**config.mk**
```make
export PLATFORM = sky130hd
export DESIGN_NAME = ps2_mouse_packet_tracker_flat
export DESIGN_NICKNAME = d
export VERILOG_FILES = /design/src/ps2mt_pkg.sv /design/src/ps2mt_byte_if.sv /design/src/ps2mt_event_if.sv /design/src/ps2mt_decoder.sv /design/src/ps2mt_evt_queue.sv /design/src/ps2_mouse_packet_tracker.sv /design/src/flat_wrapper.sv
export SDC_FILE = /design/constraint.sdc
export NUM_CORES = 1
export LEC_CHECK = 0
export ABC_AREA = 1
export BUFFER_PORTS_ARGS = -buffer_cell sky130_fd_sc_hd__buf_4
export CAP_MARGIN = 5
export CORE_MARGIN = 8
export CORE_UTILIZATION = 25
export DETAILED_ROUTE_END_ITERATION = 12
export GPL_TIMING_DRIVEN = 0
export SLEW_MARGIN = 20
export SYNTH_ARGS = -nofsm -noshare
export SYNTH_HDL_FRONTEND = slang
export SYNTH_SLANG_ARGS = --single-unit
```
**constraint.sdc**
```tcl
create_clock -name clk_i -period 11.1 [get_ports clk_i]
set_clock_uncertainty 0.1 [all_clocks]
set_input_delay 2.22 -clock clk_i [delete_from_list [all_inputs] [get_ports clk_i]]
set_output_delay 2.22 -clock clk_i [all_outputs]
set_load 0.05 [all_outputs]
```
**src/ps2mt_pkg.sv**
```systemverilog
// shared types and constants of the ps2 mouse packet tracker
// no dependencies; every other file refers to it by scoped names
package ps2mt_pkg;

  localparam int CoordBits = 12;
  localparam int SizeBits  = 13;
  localparam int IvalBits  = 32;
  localparam int RadBits   = 7;
  localparam int TsBits    = 64;
  localparam int CfgBits   = 32;

  // screen size, move check interval and click radius reset values
  localparam logic [SizeBits-1:0] ResetWidth    = SizeBits'(640);
  localparam logic [SizeBits-1:0] ResetHeight   = SizeBits'(480);
  localparam logic [IvalBits-1:0] ResetInterval = IvalBits'(32'h0400_0000);
  localparam logic [RadBits-1:0]  ResetRadius   = RadBits'(4);

  // status byte bits
  localparam logic [7:0] OvfMask    = 8'hC0;
  localparam int         SyncBit    = 3;
  localparam int         LeftBit    = 0;
  localparam int         RightBit   = 1;
  localparam int         XSignBit   = 4;
  localparam int         YSignBit   = 5;

  localparam int MaxEvents = 3;

  typedef enum logic [2:0] {
    EvMove      = 3'd0,
    EvLeftDown  = 3'd1,
    EvLeftUp    = 3'd2,
    EvClick     = 3'd3,
    EvDragStart = 3'd4,
    EvDragEnd   = 3'd5
  } evt_kind_e;

  typedef enum logic [1:0] {
    CfgScreenWidth  = 2'd0,
    CfgScreenHeight = 2'd1,
    CfgMoveInterval = 2'd2,
    CfgClickRadius  = 2'd3
  } cfg_idx_e;

  typedef struct packed {
    logic [SizeBits-1:0] screen_width;
    logic [SizeBits-1:0] screen_height;
    logic [IvalBits-1:0] move_interval;
    logic [RadBits-1:0]  click_radius;
  } cfg_t;

  typedef struct packed {
    evt_kind_e            kind;
    logic [CoordBits-1:0] x;
    logic [CoordBits-1:0] y;
    logic                 lb;
    logic                 rb;
  } evt_t;

  typedef struct packed {
    logic [1:0]                cnt;
    evt_t [MaxEvents-1:0]      slot;
  } evt_bundle_t;

endpackage

```
**src/ps2mt_byte_if.sv**
```systemverilog
// request channel carrying one raw mouse byte and its timestamp
// depends on ps2mt_pkg for the timestamp width
interface ps2mt_byte_if;
  logic                        valid;
  logic                        ready;
  logic [7:0]                  data_byte;
  logic [ps2mt_pkg::TsBits-1:0] timestamp;

  modport source (output valid, output data_byte, output timestamp, input ready);
  modport sink   (input valid, input data_byte, input timestamp, output ready);
endinterface

```
**src/ps2mt_event_if.sv**
```systemverilog
// request channel carrying one decoded mouse event
// depends on ps2mt_pkg for the coordinate width
interface ps2mt_event_if;
  logic                           valid;
  logic                           ready;
  logic [2:0]                     event_kind;
  logic [ps2mt_pkg::CoordBits-1:0] pos_x;
  logic [ps2mt_pkg::CoordBits-1:0] pos_y;
  logic                           left_pressed;
  logic                           right_pressed;
  logic                           last;

  modport source (output valid, output event_kind, output pos_x, output pos_y,
                  output left_pressed, output right_pressed, output last, input ready);
  modport sink   (input valid, input event_kind, input pos_x, input pos_y,
                  input left_pressed, input right_pressed, input last, output ready);
endinterface

```
**src/ps2mt_decoder.sv**
```systemverilog
// byte window, cursor and button state; decodes one byte into up to three events
// depends on ps2mt_pkg
module ps2mt_decoder (
  input  logic                              clk_i,
  input  logic                              rst_ni,
  input  logic                              commit_i,
  input  logic [7:0]                        data_i,
  input  logic [ps2mt_pkg::TsBits-1:0]      ts_i,
  input  ps2mt_pkg::cfg_t                   cfg_i,
  output ps2mt_pkg::evt_bundle_t            bundle_o
);

  localparam int CB     = ps2mt_pkg::CoordBits;
  localparam int SumW   = CB + 2;
  localparam int ClampW = ((SumW > ps2mt_pkg::SizeBits) ? SumW : ps2mt_pkg::SizeBits) + 1;
  localparam int BoxW   = CB + 3;
  localparam int MaxCoord = (2 ** CB) - 1;

  function automatic logic [CB-1:0] clamp_axis(
    input logic signed [SumW-1:0]          v,
    input logic [ps2mt_pkg::SizeBits-1:0]  size
  );
    logic signed [ClampW-1:0] s;
    logic signed [ClampW-1:0] lim;
    logic signed [ClampW-1:0] maxc;
    s    = ClampW'(v);
    maxc = signed'(ClampW'(MaxCoord));
    if (size == '0) begin
      lim = '0;
    end else begin
      lim = signed'(ClampW'(size)) - signed'(ClampW'(1));
    end
    if (lim > maxc) lim = maxc;
    if (s > lim) s = lim;
    if (s < signed'(ClampW'(0))) s = '0;
    return s[CB-1:0];
  endfunction

  function automatic logic in_box(
    input logic [CB-1:0]                  cx,
    input logic [CB-1:0]                  px,
    input logic [ps2mt_pkg::RadBits-1:0]  r
  );
    logic signed [BoxW-1:0] d;
    logic signed [BoxW-1:0] span;
    d    = signed'(BoxW'(cx)) - signed'(BoxW'(px)) + signed'(BoxW'(r));
    span = signed'(BoxW'({r, 1'b0}));
    return (d >= signed'(BoxW'(0))) && (d < span);
  endfunction

  logic [7:0]    older_q, newer_q;
  logic [1:0]    held_q;
  logic [CB-1:0] cur_x_q, cur_y_q, rep_x_q, rep_y_q, press_x_q, press_y_q;
  logic [CB-1:0] cur_x_d, cur_y_d, rep_x_d, rep_y_d, press_x_d, press_y_d;
  logic          left_q, left_d, drag_q, drag_d;
  logic [ps2mt_pkg::TsBits-1:0] lct_q, lct_d;

  logic                   bad_status, good_pkt;
  logic signed [SumW-1:0] dx, dy;
  logic                   lb, rb, ldown, box_hit;
  logic [CB-1:0]          box_px, box_py;
  logic [ps2mt_pkg::TsBits-1:0] gap;
  logic                   gap_due;
  logic [1:0]             n;
  ps2mt_pkg::evt_bundle_t bun;

  always_comb begin
    bad_status = ((older_q & ps2mt_pkg::OvfMask) != 8'h00) || !older_q[ps2mt_pkg::SyncBit];
    good_pkt   = (held_q == 2'd2) && !bad_status;
    dx = SumW'(signed'({older_q[ps2mt_pkg::XSignBit], newer_q}));
    // screen y grows downward
    dy = -SumW'(signed'({older_q[ps2mt_pkg::YSignBit], data_i}));
    cur_x_d = clamp_axis(signed'(SumW'(cur_x_q)) + dx, cfg_i.screen_width);
    cur_y_d = clamp_axis(signed'(SumW'(cur_y_q)) + dy, cfg_i.screen_height);
    lb = older_q[ps2mt_pkg::LeftBit];
    rb = older_q[ps2mt_pkg::RightBit];
    ldown = lb && !left_q;
    // a fresh press puts the press point at the new cursor
    box_px  = ldown ? cur_x_d : press_x_q;
    box_py  = ldown ? cur_y_d : press_y_q;
    box_hit = in_box(cur_x_d, box_px, cfg_i.click_radius) &&
              in_box(cur_y_d, box_py, cfg_i.click_radius);
    gap     = ts_i - lct_q;
    gap_due = gap > ps2mt_pkg::TsBits'(cfg_i.move_interval);
  end

  always_comb begin
    bun       = '0;
    n         = 2'd0;
    left_d    = left_q;
    drag_d    = drag_q;
    press_x_d = press_x_q;
    press_y_d = press_y_q;
    rep_x_d   = rep_x_q;
    rep_y_d   = rep_y_q;
    lct_d     = lct_q;
    for (int i = 0; i < ps2mt_pkg::MaxEvents; i++) begin
      bun.slot[i].lb = lb;
      bun.slot[i].rb = rb;
      bun.slot[i].x  = cur_x_d;
      bun.slot[i].y  = cur_y_d;
    end
    if (lb) begin
      if (!left_q) begin
        bun.slot[n].kind = ps2mt_pkg::EvLeftDown;
        n         = n + 2'd1;
        left_d    = 1'b1;
        press_x_d = cur_x_d;
        press_y_d = cur_y_d;
      end
    end else begin
      if (drag_q) begin
        drag_d = 1'b0;
        bun.slot[n].kind = ps2mt_pkg::EvDragEnd;
        n = n + 2'd1;
      end
      if (left_q) begin
        left_d = 1'b0;
        bun.slot[n].kind = ps2mt_pkg::EvLeftUp;
        n = n + 2'd1;
        if (box_hit) begin
          bun.slot[n].kind = ps2mt_pkg::EvClick;
          bun.slot[n].x    = press_x_q;
          bun.slot[n].y    = press_y_q;
          n = n + 2'd1;
        end
      end
    end
    // a full set of release events skips the move check altogether
    if (n != 2'd3 && gap_due) begin
      lct_d = ts_i;
      if (rep_x_q != cur_x_d || rep_y_q != cur_y_d) begin
        bun.slot[n].kind = ps2mt_pkg::EvMove;
        n       = n + 2'd1;
        rep_x_d = cur_x_d;
        rep_y_d = cur_y_d;
        if (left_d && !drag_d) begin
          drag_d = 1'b1;
          if (!box_hit && n != 2'd3) begin
            bun.slot[n].kind = ps2mt_pkg::EvDragStart;
            n = n + 2'd1;
          end
        end
      end
    end
    bun.cnt = good_pkt ? n : 2'd0;
  end

  assign bundle_o = bun;

  always_ff @(posedge clk_i or negedge rst_ni) begin
    if (!rst_ni) begin
      older_q   <= '0;
      newer_q   <= '0;
      held_q    <= '0;
      cur_x_q   <= '0;
      cur_y_q   <= '0;
      rep_x_q   <= '0;
      rep_y_q   <= '0;
      press_x_q <= '0;
      press_y_q <= '0;
      left_q    <= 1'b0;
      drag_q    <= 1'b0;
      lct_q     <= '0;
    end else if (commit_i) begin
      if (good_pkt) begin
        held_q    <= 2'd0;
        cur_x_q   <= cur_x_d;
        cur_y_q   <= cur_y_d;
        rep_x_q   <= rep_x_d;
        rep_y_q   <= rep_y_d;
        press_x_q <= press_x_d;
        press_y_q <= press_y_d;
        left_q    <= left_d;
        drag_q    <= drag_d;
        lct_q     <= lct_d;
      end else begin
        // a bad status byte, or a window not yet full, slides the window by one byte
        older_q <= newer_q;
        newer_q <= data_i;
        if (held_q != 2'd2) held_q <= held_q + 2'd1;
      end
    end
  end

  assert property (@(posedge clk_i) disable iff (!rst_ni) held_q != 2'd3)
    else $error("byte window count out of range");

  assert property (@(posedge clk_i) disable iff (!rst_ni) drag_q |-> left_q)
    else $error("drag active without left button held");

endmodule

```
**src/ps2mt_evt_queue.sv**
```systemverilog
// result register holding the events of one byte, handed out one per cycle while pop_i is high
// depends on ps2mt_pkg
module ps2mt_evt_queue (
  input  logic                   clk_i,
  input  logic                   rst_ni,
  input  logic                   load_i,
  input  ps2mt_pkg::evt_bundle_t bundle_i,
  input  logic                   pop_i,
  output logic                   free_o,
  output logic                   valid_o,
  output ps2mt_pkg::evt_t        evt_o,
  output logic                   last_o
);

  ps2mt_pkg::evt_bundle_t bun_q;
  logic                   bun_v_q;
  logic [1:0]             idx_q;

  assign valid_o = bun_v_q;
  assign evt_o   = bun_q.slot[idx_q];
  assign last_o  = (idx_q == bun_q.cnt - 2'd1);
  assign free_o  = !bun_v_q || (pop_i && last_o);

  always_ff @(posedge clk_i) begin
    if (load_i) bun_q <= bundle_i;
  end

  always_ff @(posedge clk_i or negedge rst_ni) begin
    if (!rst_ni) begin
      bun_v_q <= 1'b0;
      idx_q   <= '0;
    end else if (load_i) begin
      bun_v_q <= 1'b1;
      idx_q   <= '0;
    end else if (pop_i) begin
      if (last_o) begin
        bun_v_q <= 1'b0;
        idx_q   <= '0;
      end else begin
        idx_q <= idx_q + 2'd1;
      end
    end
  end

  assert property (@(posedge clk_i) disable iff (!rst_ni)
                   bun_v_q |-> (bun_q.cnt != 2'd0 && idx_q < bun_q.cnt))
    else $error("event index beyond held event count");

  assert property (@(posedge clk_i) disable iff (!rst_ni)
                   (bun_v_q && !pop_i && !load_i) |=> (bun_v_q && $stable(idx_q)))
    else $error("held event moved without being taken");

endmodule

```
**src/ps2_mouse_packet_tracker.sv**
```systemverilog
// ps2 mouse packet tracker: bytes in, cursor and button events out
// depends on ps2mt_pkg, ps2mt_byte_if, ps2mt_event_if, ps2mt_decoder, ps2mt_evt_queue
//
// byte_i takes raw mouse bytes with a timestamp; evt_o hands out move, left down,
// left up, click, drag start and drag end events, last marking the final event
// of a byte. cfg_we_i/cfg_idx_i/cfg_wdata_i write screen width, screen height,
// move interval and click radius; write them only while no byte is in flight.
// an accepted byte is decoded straight out of the input register and all its
// events load the result register at the edge where that register is free to
// take them; a byte with no events loads nothing.
// bytes with no events flow one per cycle while the result register is free; a
// byte with events holds the result register until evt_o has handed them all
// out, one event per cycle while evt_o is ready, up to three per byte.
// the input register can take one more byte while events wait at evt_o.
// reset clears the byte window, cursor, button and drag state, the move timer
// and loads the default configuration (640 x 480, interval 0x04000000, radius 4).
// when evt_o stalls the held event stays put and the next byte waits in the
// input register, which back-pressures byte_i.
module ps2_mouse_packet_tracker (
  input  logic                            clk_i,
  input  logic                            rst_ni,
  ps2mt_byte_if.sink                      byte_i,
  ps2mt_event_if.source                   evt_o,
  input  logic                            cfg_we_i,
  input  logic [1:0]                      cfg_idx_i,
  input  logic [ps2mt_pkg::CfgBits-1:0]   cfg_wdata_i
);

  ps2mt_pkg::cfg_t cfg_q;

  logic                          in_v_q;
  logic [7:0]                    in_data_q;
  logic [ps2mt_pkg::TsBits-1:0]  in_ts_q;

  logic                   commit, load, pop, q_free, q_valid, q_last;
  ps2mt_pkg::evt_bundle_t bundle;
  ps2mt_pkg::evt_t        q_evt;

  always_ff @(posedge clk_i or negedge rst_ni) begin
    if (!rst_ni) begin
      cfg_q.screen_width  <= ps2mt_pkg::ResetWidth;
      cfg_q.screen_height <= ps2mt_pkg::ResetHeight;
      cfg_q.move_interval <= ps2mt_pkg::ResetInterval;
      cfg_q.click_radius  <= ps2mt_pkg::ResetRadius;
    end else if (cfg_we_i) begin
      case (ps2mt_pkg::cfg_idx_e'(cfg_idx_i))
        ps2mt_pkg::CfgScreenWidth:
          cfg_q.screen_width <= cfg_wdata_i[ps2mt_pkg::SizeBits-1:0];
        ps2mt_pkg::CfgScreenHeight:
          cfg_q.screen_height <= cfg_wdata_i[ps2mt_pkg::SizeBits-1:0];
        ps2mt_pkg::CfgMoveInterval:
          cfg_q.move_interval <= cfg_wdata_i[ps2mt_pkg::IvalBits-1:0];
        ps2mt_pkg::CfgClickRadius:
          cfg_q.click_radius <= cfg_wdata_i[ps2mt_pkg::RadBits-1:0];
        default: ;
      endcase
    end
  end

  // a byte is decoded once the result register can take its events
  assign commit       = in_v_q && q_free;
  assign load         = commit && (bundle.cnt != 2'd0);
  assign byte_i.ready = !in_v_q || commit;
  assign pop          = q_valid && evt_o.ready;

  always_ff @(posedge clk_i) begin
    if (byte_i.valid && byte_i.ready) begin
      in_data_q <= byte_i.data_byte;
      in_ts_q   <= byte_i.timestamp;
    end
  end

  always_ff @(posedge clk_i or negedge rst_ni) begin
    if (!rst_ni) begin
      in_v_q <= 1'b0;
    end else if (byte_i.valid && byte_i.ready) begin
      in_v_q <= 1'b1;
    end else if (commit) begin
      in_v_q <= 1'b0;
    end
  end

  ps2mt_decoder u_decoder (
    .clk_i    (clk_i),
    .rst_ni   (rst_ni),
    .commit_i (commit),
    .data_i   (in_data_q),
    .ts_i     (in_ts_q),
    .cfg_i    (cfg_q),
    .bundle_o (bundle)
  );

  ps2mt_evt_queue u_evt_queue (
    .clk_i    (clk_i),
    .rst_ni   (rst_ni),
    .load_i   (load),
    .bundle_i (bundle),
    .pop_i    (pop),
    .free_o   (q_free),
    .valid_o  (q_valid),
    .evt_o    (q_evt),
    .last_o   (q_last)
  );

  assign evt_o.valid         = q_valid;
  assign evt_o.event_kind    = q_evt.kind;
  assign evt_o.pos_x         = q_evt.x;
  assign evt_o.pos_y         = q_evt.y;
  assign evt_o.left_pressed  = q_evt.lb;
  assign evt_o.right_pressed = q_evt.rb;
  assign evt_o.last          = q_last;

  assert property (@(posedge clk_i) disable iff (!rst_ni)
                   (in_v_q && !commit) |=> (in_v_q && $stable(in_ts_q) && $stable(in_data_q)))
    else $error("waiting byte lost from the input register");

endmodule

```
**src/flat_wrapper.sv**
```systemverilog
// flat-port wrapper written by rule: the top's interface ports become plain ports
module ps2_mouse_packet_tracker_flat 
  (clk_i, rst_ni, cfg_we_i, cfg_idx_i, cfg_wdata_i, byte_i_valid, byte_i_data_byte, byte_i_timestamp, byte_i_ready, evt_o_valid, evt_o_event_kind, evt_o_pos_x, evt_o_pos_y, evt_o_left_pressed, evt_o_right_pressed, evt_o_last, evt_o_ready);
  ps2mt_byte_if byte_i_i ();
  ps2mt_event_if evt_o_i ();
  input  logic clk_i;
  input  logic rst_ni;
  input  logic cfg_we_i;
  input  logic [1:0] cfg_idx_i;
  input  logic [ps2mt_pkg::CfgBits-1:0] cfg_wdata_i;
  input wire logic [$bits(byte_i_i.valid)-1:0] byte_i_valid;
  input wire logic [$bits(byte_i_i.data_byte)-1:0] byte_i_data_byte;
  input wire logic [$bits(byte_i_i.timestamp)-1:0] byte_i_timestamp;
  output wire logic [$bits(byte_i_i.ready)-1:0] byte_i_ready;
  output wire logic [$bits(evt_o_i.valid)-1:0] evt_o_valid;
  output wire logic [$bits(evt_o_i.event_kind)-1:0] evt_o_event_kind;
  output wire logic [$bits(evt_o_i.pos_x)-1:0] evt_o_pos_x;
  output wire logic [$bits(evt_o_i.pos_y)-1:0] evt_o_pos_y;
  output wire logic [$bits(evt_o_i.left_pressed)-1:0] evt_o_left_pressed;
  output wire logic [$bits(evt_o_i.right_pressed)-1:0] evt_o_right_pressed;
  output wire logic [$bits(evt_o_i.last)-1:0] evt_o_last;
  input wire logic [$bits(evt_o_i.ready)-1:0] evt_o_ready;
  assign byte_i_i.valid = byte_i_valid;
  assign byte_i_i.data_byte = byte_i_data_byte;
  assign byte_i_i.timestamp = byte_i_timestamp;
  assign byte_i_ready = byte_i_i.ready;
  assign evt_o_valid = evt_o_i.valid;
  assign evt_o_event_kind = evt_o_i.event_kind;
  assign evt_o_pos_x = evt_o_i.pos_x;
  assign evt_o_pos_y = evt_o_i.pos_y;
  assign evt_o_left_pressed = evt_o_i.left_pressed;
  assign evt_o_right_pressed = evt_o_i.right_pressed;
  assign evt_o_last = evt_o_i.last;
  assign evt_o_i.ready = evt_o_ready;
  ps2_mouse_packet_tracker u_core (.clk_i(clk_i), .rst_ni(rst_ni), .byte_i(byte_i_i), .evt_o(evt_o_i), .cfg_we_i(cfg_we_i), .cfg_idx_i(cfg_idx_i), .cfg_wdata_i(cfg_wdata_i));
endmodule
```
==> results.py <==
metrics = {
    "logic_synthesis": {
        "synth_ff_type": "dfrtp_1",
        "ys_types": 58,
        "avgSynthCellArea_um2": 7.05,
        "async_flop_share_pct": 58.9,
        "ys_top_cells_by_area": "dfrtp_1 19%, nand2_1 17%, edfxtp_1 17%",
        "yosys_warnings": 0,
        "synth_cells": 4007,
        "synth_top_cell_area_share_pct": 19.1,
        "synth-edff-count": 156,
        "synth-seq-cells": 380,
        "ys_top_cells_by_count": "1297 x nand2_1, 675 x inv_1, 320 x nor2_1",
        "syn_nets": 4336,
        "synth_most_common_cell": "nand2_1",
        "synth.yosys.seq_area_share_pct": 36.4,
        "post_synth_instance_area_um2": 28300,
        "yosys.area.top_type": "dfrtp_1",
    },
    "setup_path": {
        "reg2reg_depth": 58,
        "critPathMostFrequentCell": "nand2_1",
        "ff2ff_setup_slack_ps": 890,
        "crit_start": "u_core.u_decoder.newer_q[0]$_DFFE_PN0P_",
        "timing.rr.end": "u_core.u_evt_queue.bun_q[70]$_DFFE_PP_",
        "cp_max_fo": 21,
        "start_kind": "flop",
        "worstPathRequired_ps": 11290,
        "end_kind": "flop",
        "r2r_start": "u_core.u_decoder.newer_q[0]$_DFFE_PN0P_",
        "critPathMaxStageDelay_ps": 460,
        "cpMaxStageDelayCell": "dfrtp_1",
        "critical_path_class": "flop to flop",
        "cp.arrival_ps": 10400,
    },
    "routing": {
        "avgRoutedWirePerCell_um": 15.4,
        "vias": 25700,
        "via_per_inst": 4.48,
        "drcViolationCount": 0,
        "dr.first_iter.drc_count": 1818,
        "drt_wl_total_um": 88100,
        "drtAntennaViolNets": 0,
        "first_pass_iters": 5,
    },
    "placement": {
        "hpwl_um": 72100,
        "dp_cells": 5653,
        "portBuffers": 142,
        "gp_congestion": 0.931,
    },
    "final_layout": {
        "drive_above_1_share_pct": 9.20,
        "fin_cells": 5733,
        "area_growth_pct": 15.9,
        "fin_nets": 4528,
    },
    "floorplanning": {
        "core_area_um2": 112000,
        "std_cell_rows": 123,
        "die_h_um": 352,
        "die_w_um": 352,
        "ios": 143,
        "die_area_um2": 124000,
        "initial_utilization_pct": 25.2,
    },
    "timing": {
        "period_needed_ps": 10210,
        "finalHoldViolations": 0,
        "period_share_pct": 92.0,
        "finalSetupViolations": 0,
        "maxSlewHeadroom_pct": 52.9,
        "maxSlewViolCount": 0,
        "worstMarginPinSlew_ps": 707,
        "rsz0062_at_grt": "false",
        "fmax_mhz": 98.0,
    },
    "global_routing": {
        "antenna_found_initial": 4,
        "grt_max_degree": 93,
        "grt_usage_pct": 13.6,
        "grt_pass1_vias": 24700,
        "grt_first_pass_wirelength_um": 137000,
        "grt-ovfl-total": 0,
    },
    "min_path": {
        "hold_end": "u_core.u_evt_queue.bun_q[0]$_DFFE_PP_",
        "hp-class": "flop to flop",
        "worstHoldPathCells": 0,
        "holdCritStartpoint": "u_core.u_decoder.older_q[1]$_DFFE_PN0P_",
    },
    "clock_tree": {
        "root_buffer": "clkbuf_16",
        "cts_num_sinks": 380,
        "clk_pin_slew_ps": 60,
        "clockBufferDepth": 3,
        "cts_buffers": 41,
        "htreeDepth": 2,
        "cts_tree": "done",
        "clk_latency_ps": 590,
    },
    "job": {
        "cap_violations": 0,
    },
    "status": {
        "status": "completed",
    },
}
==> cells by family after synthesis <==
family | Yosys count | share of synthesized area, %
AOI/OAI and AO/OA | 531 | 10.4
adders and majority gates | 218 | 9.84
DFF | 380 | 36.4
muxes | 6 | 0.239
buffers and inverters | 767 | 10.6
xor gates and xnor gates | 82 | 2.54
and+or+nand+nor | 2023 | 29.9
==> worst max path at each step <==
stage | endpoint | slack [ps] | cells past startpoint
finish | u_core.u_evt_queue.bun_q[70]$_DFFE_PP_ | 890 | 58
global route | u_core.u_evt_queue.bun_q[70]$_DFFE_PP_ | 70 | 62
CTS | u_core.u_evt_queue.bun_q[3]$_DFFE_PP_ | 20 | 56
detailed placement | u_core.u_decoder.lct_q[62]$_DFFE_PN0P_ | -40 | 53
global placement | u_core.u_evt_queue.bun_q[10]$_DFFE_PP_ | -1340 | 54
floorplan | u_core.u_evt_queue.bun_q[0]$_DFFE_PP_ | 990 | 55
==> critical path: cells and delay by family, from the launching register on <==
family / cells / cell delay [ps]
and+or+nand+nor: 28 / 3130
AOI/OAI and AO/OA: 11 / 2070
buffers and inverters: 8 / 1260
xor gates and xnor gates: 3 / 440
adders and majority gates: 8 / 2400
DFF: 1 / 460
==> routing by layer <==
metal  share of wire [%]  track usage [%]  vias up  wire, µm
met1                  47             18.4    11800     41000
li1                    -                -    13100         -
met4                 2.4             3.47        2      2100
met2                  46             22.6      643     40100
met3                 5.5             2.25      120      4830
met5               0.015                0        -        13
==> what timing repair did <==
| item | CTS | global route |
|---|---|---|
| buffers inserted | 0 | 2 |
| cloned | 0 | 2 |
| hold buffers | 0 | 0 |
| pin swaps | 0 | 1 |
| setup endpoints to repair | 10 | 167 |
| gates resized for setup | 1 | 21 |
==> registers in the layout, indices dropped and copies added (netlist names), 7 cells and up <==
register and count:
u_core.u_decoder.cur_y_q 12, u_core.in_ts_q 64, u_core.u_decoder.newer_q 8, u_core.u_evt_queue.bun_q 84
u_core.u_decoder.older_q 7, u_core.u_decoder.lct_q 64, u_core.u_decoder.rep_y_q 12, u_core.u_decoder.press_y_q 12
u_core.u_decoder.rep_x_q 12, u_core.u_decoder.press_x_q 12, u_core.u_decoder.cur_x_q 12, u_core.cfg_q 65
u_core.in_data_q 8
==> placed cells by master (no fill, tap or decap), types with 7 or more instances in the layout <==
master     netlist  final
nand2_1       1297   1296
inv_1          675    671
nor2_1         320    320
o21ai_0        266    264
dfrtp_1        216    216
ha_1           211    211
nand3_1        198    197
edfxtp_1       156    156
a21oi_1        154    153
buf_4            6    147
xor2_1          70     70
clkbuf_1        50     63
nand2_2         59     60
nand4_1         50     50
clkbuf_16        0     42
nand3b_1        25     25
o31ai_1         26     25
nor3_1          25     24
o21ai_2         22     22
buf_2           17     17
o21bai_1        12     12
xnor2_1         12     12
o21ai_1         10     12
nand3_2          9     10
or2_2            9      9
and2_1           8      8
dfstp_2          8      8
a31oi_1          7      7
a21o_1           7      7
==> per-stage QoR <==
step / setup TNS, ps / utilization (%) / hold WS [ps] / instance area (µm²) / setup slack [ps]
6_report: 0 / 29.2 / 356 / 32800 / 891
5_1_grt: 0 / 29.2 / 379 / 32800 / 69.1
3_5_place_dp: -209 / 27.9 / 339 / 31300 / -42.4
3_3_place_gp: -111900 / 27.8 / 335 / 31200 / -1340
2_1_floorplan: 0 / - / 319 / 28300 / 987
4_1_cts: 0 / 29.1 / 353 / 32700 / 17.9
==> area by class of cell <==
| class | count | area (µm²) |
|---|---|---|
| antenna | 3 | 7.51 |
| clock inverter | 14 | 164 |
| clock buffer | 60 | 1170 |
| fill | 12300 | 79600 |
| tap | 1500 | 1880 |
| multi-input combinational | 2860 | 15000 |
| timing repair inverter | 2 | 25.0 |
| sequential | 380 | 10300 |
| inverter | 682 | 2590 |
| buffer | 85 | 435 |
| timing repair buffer | 147 | 1200 |
Power is left out: the tool's default activity adds up to more than one toggle a clock period on the data nets, which glitch-free logic cannot reach.
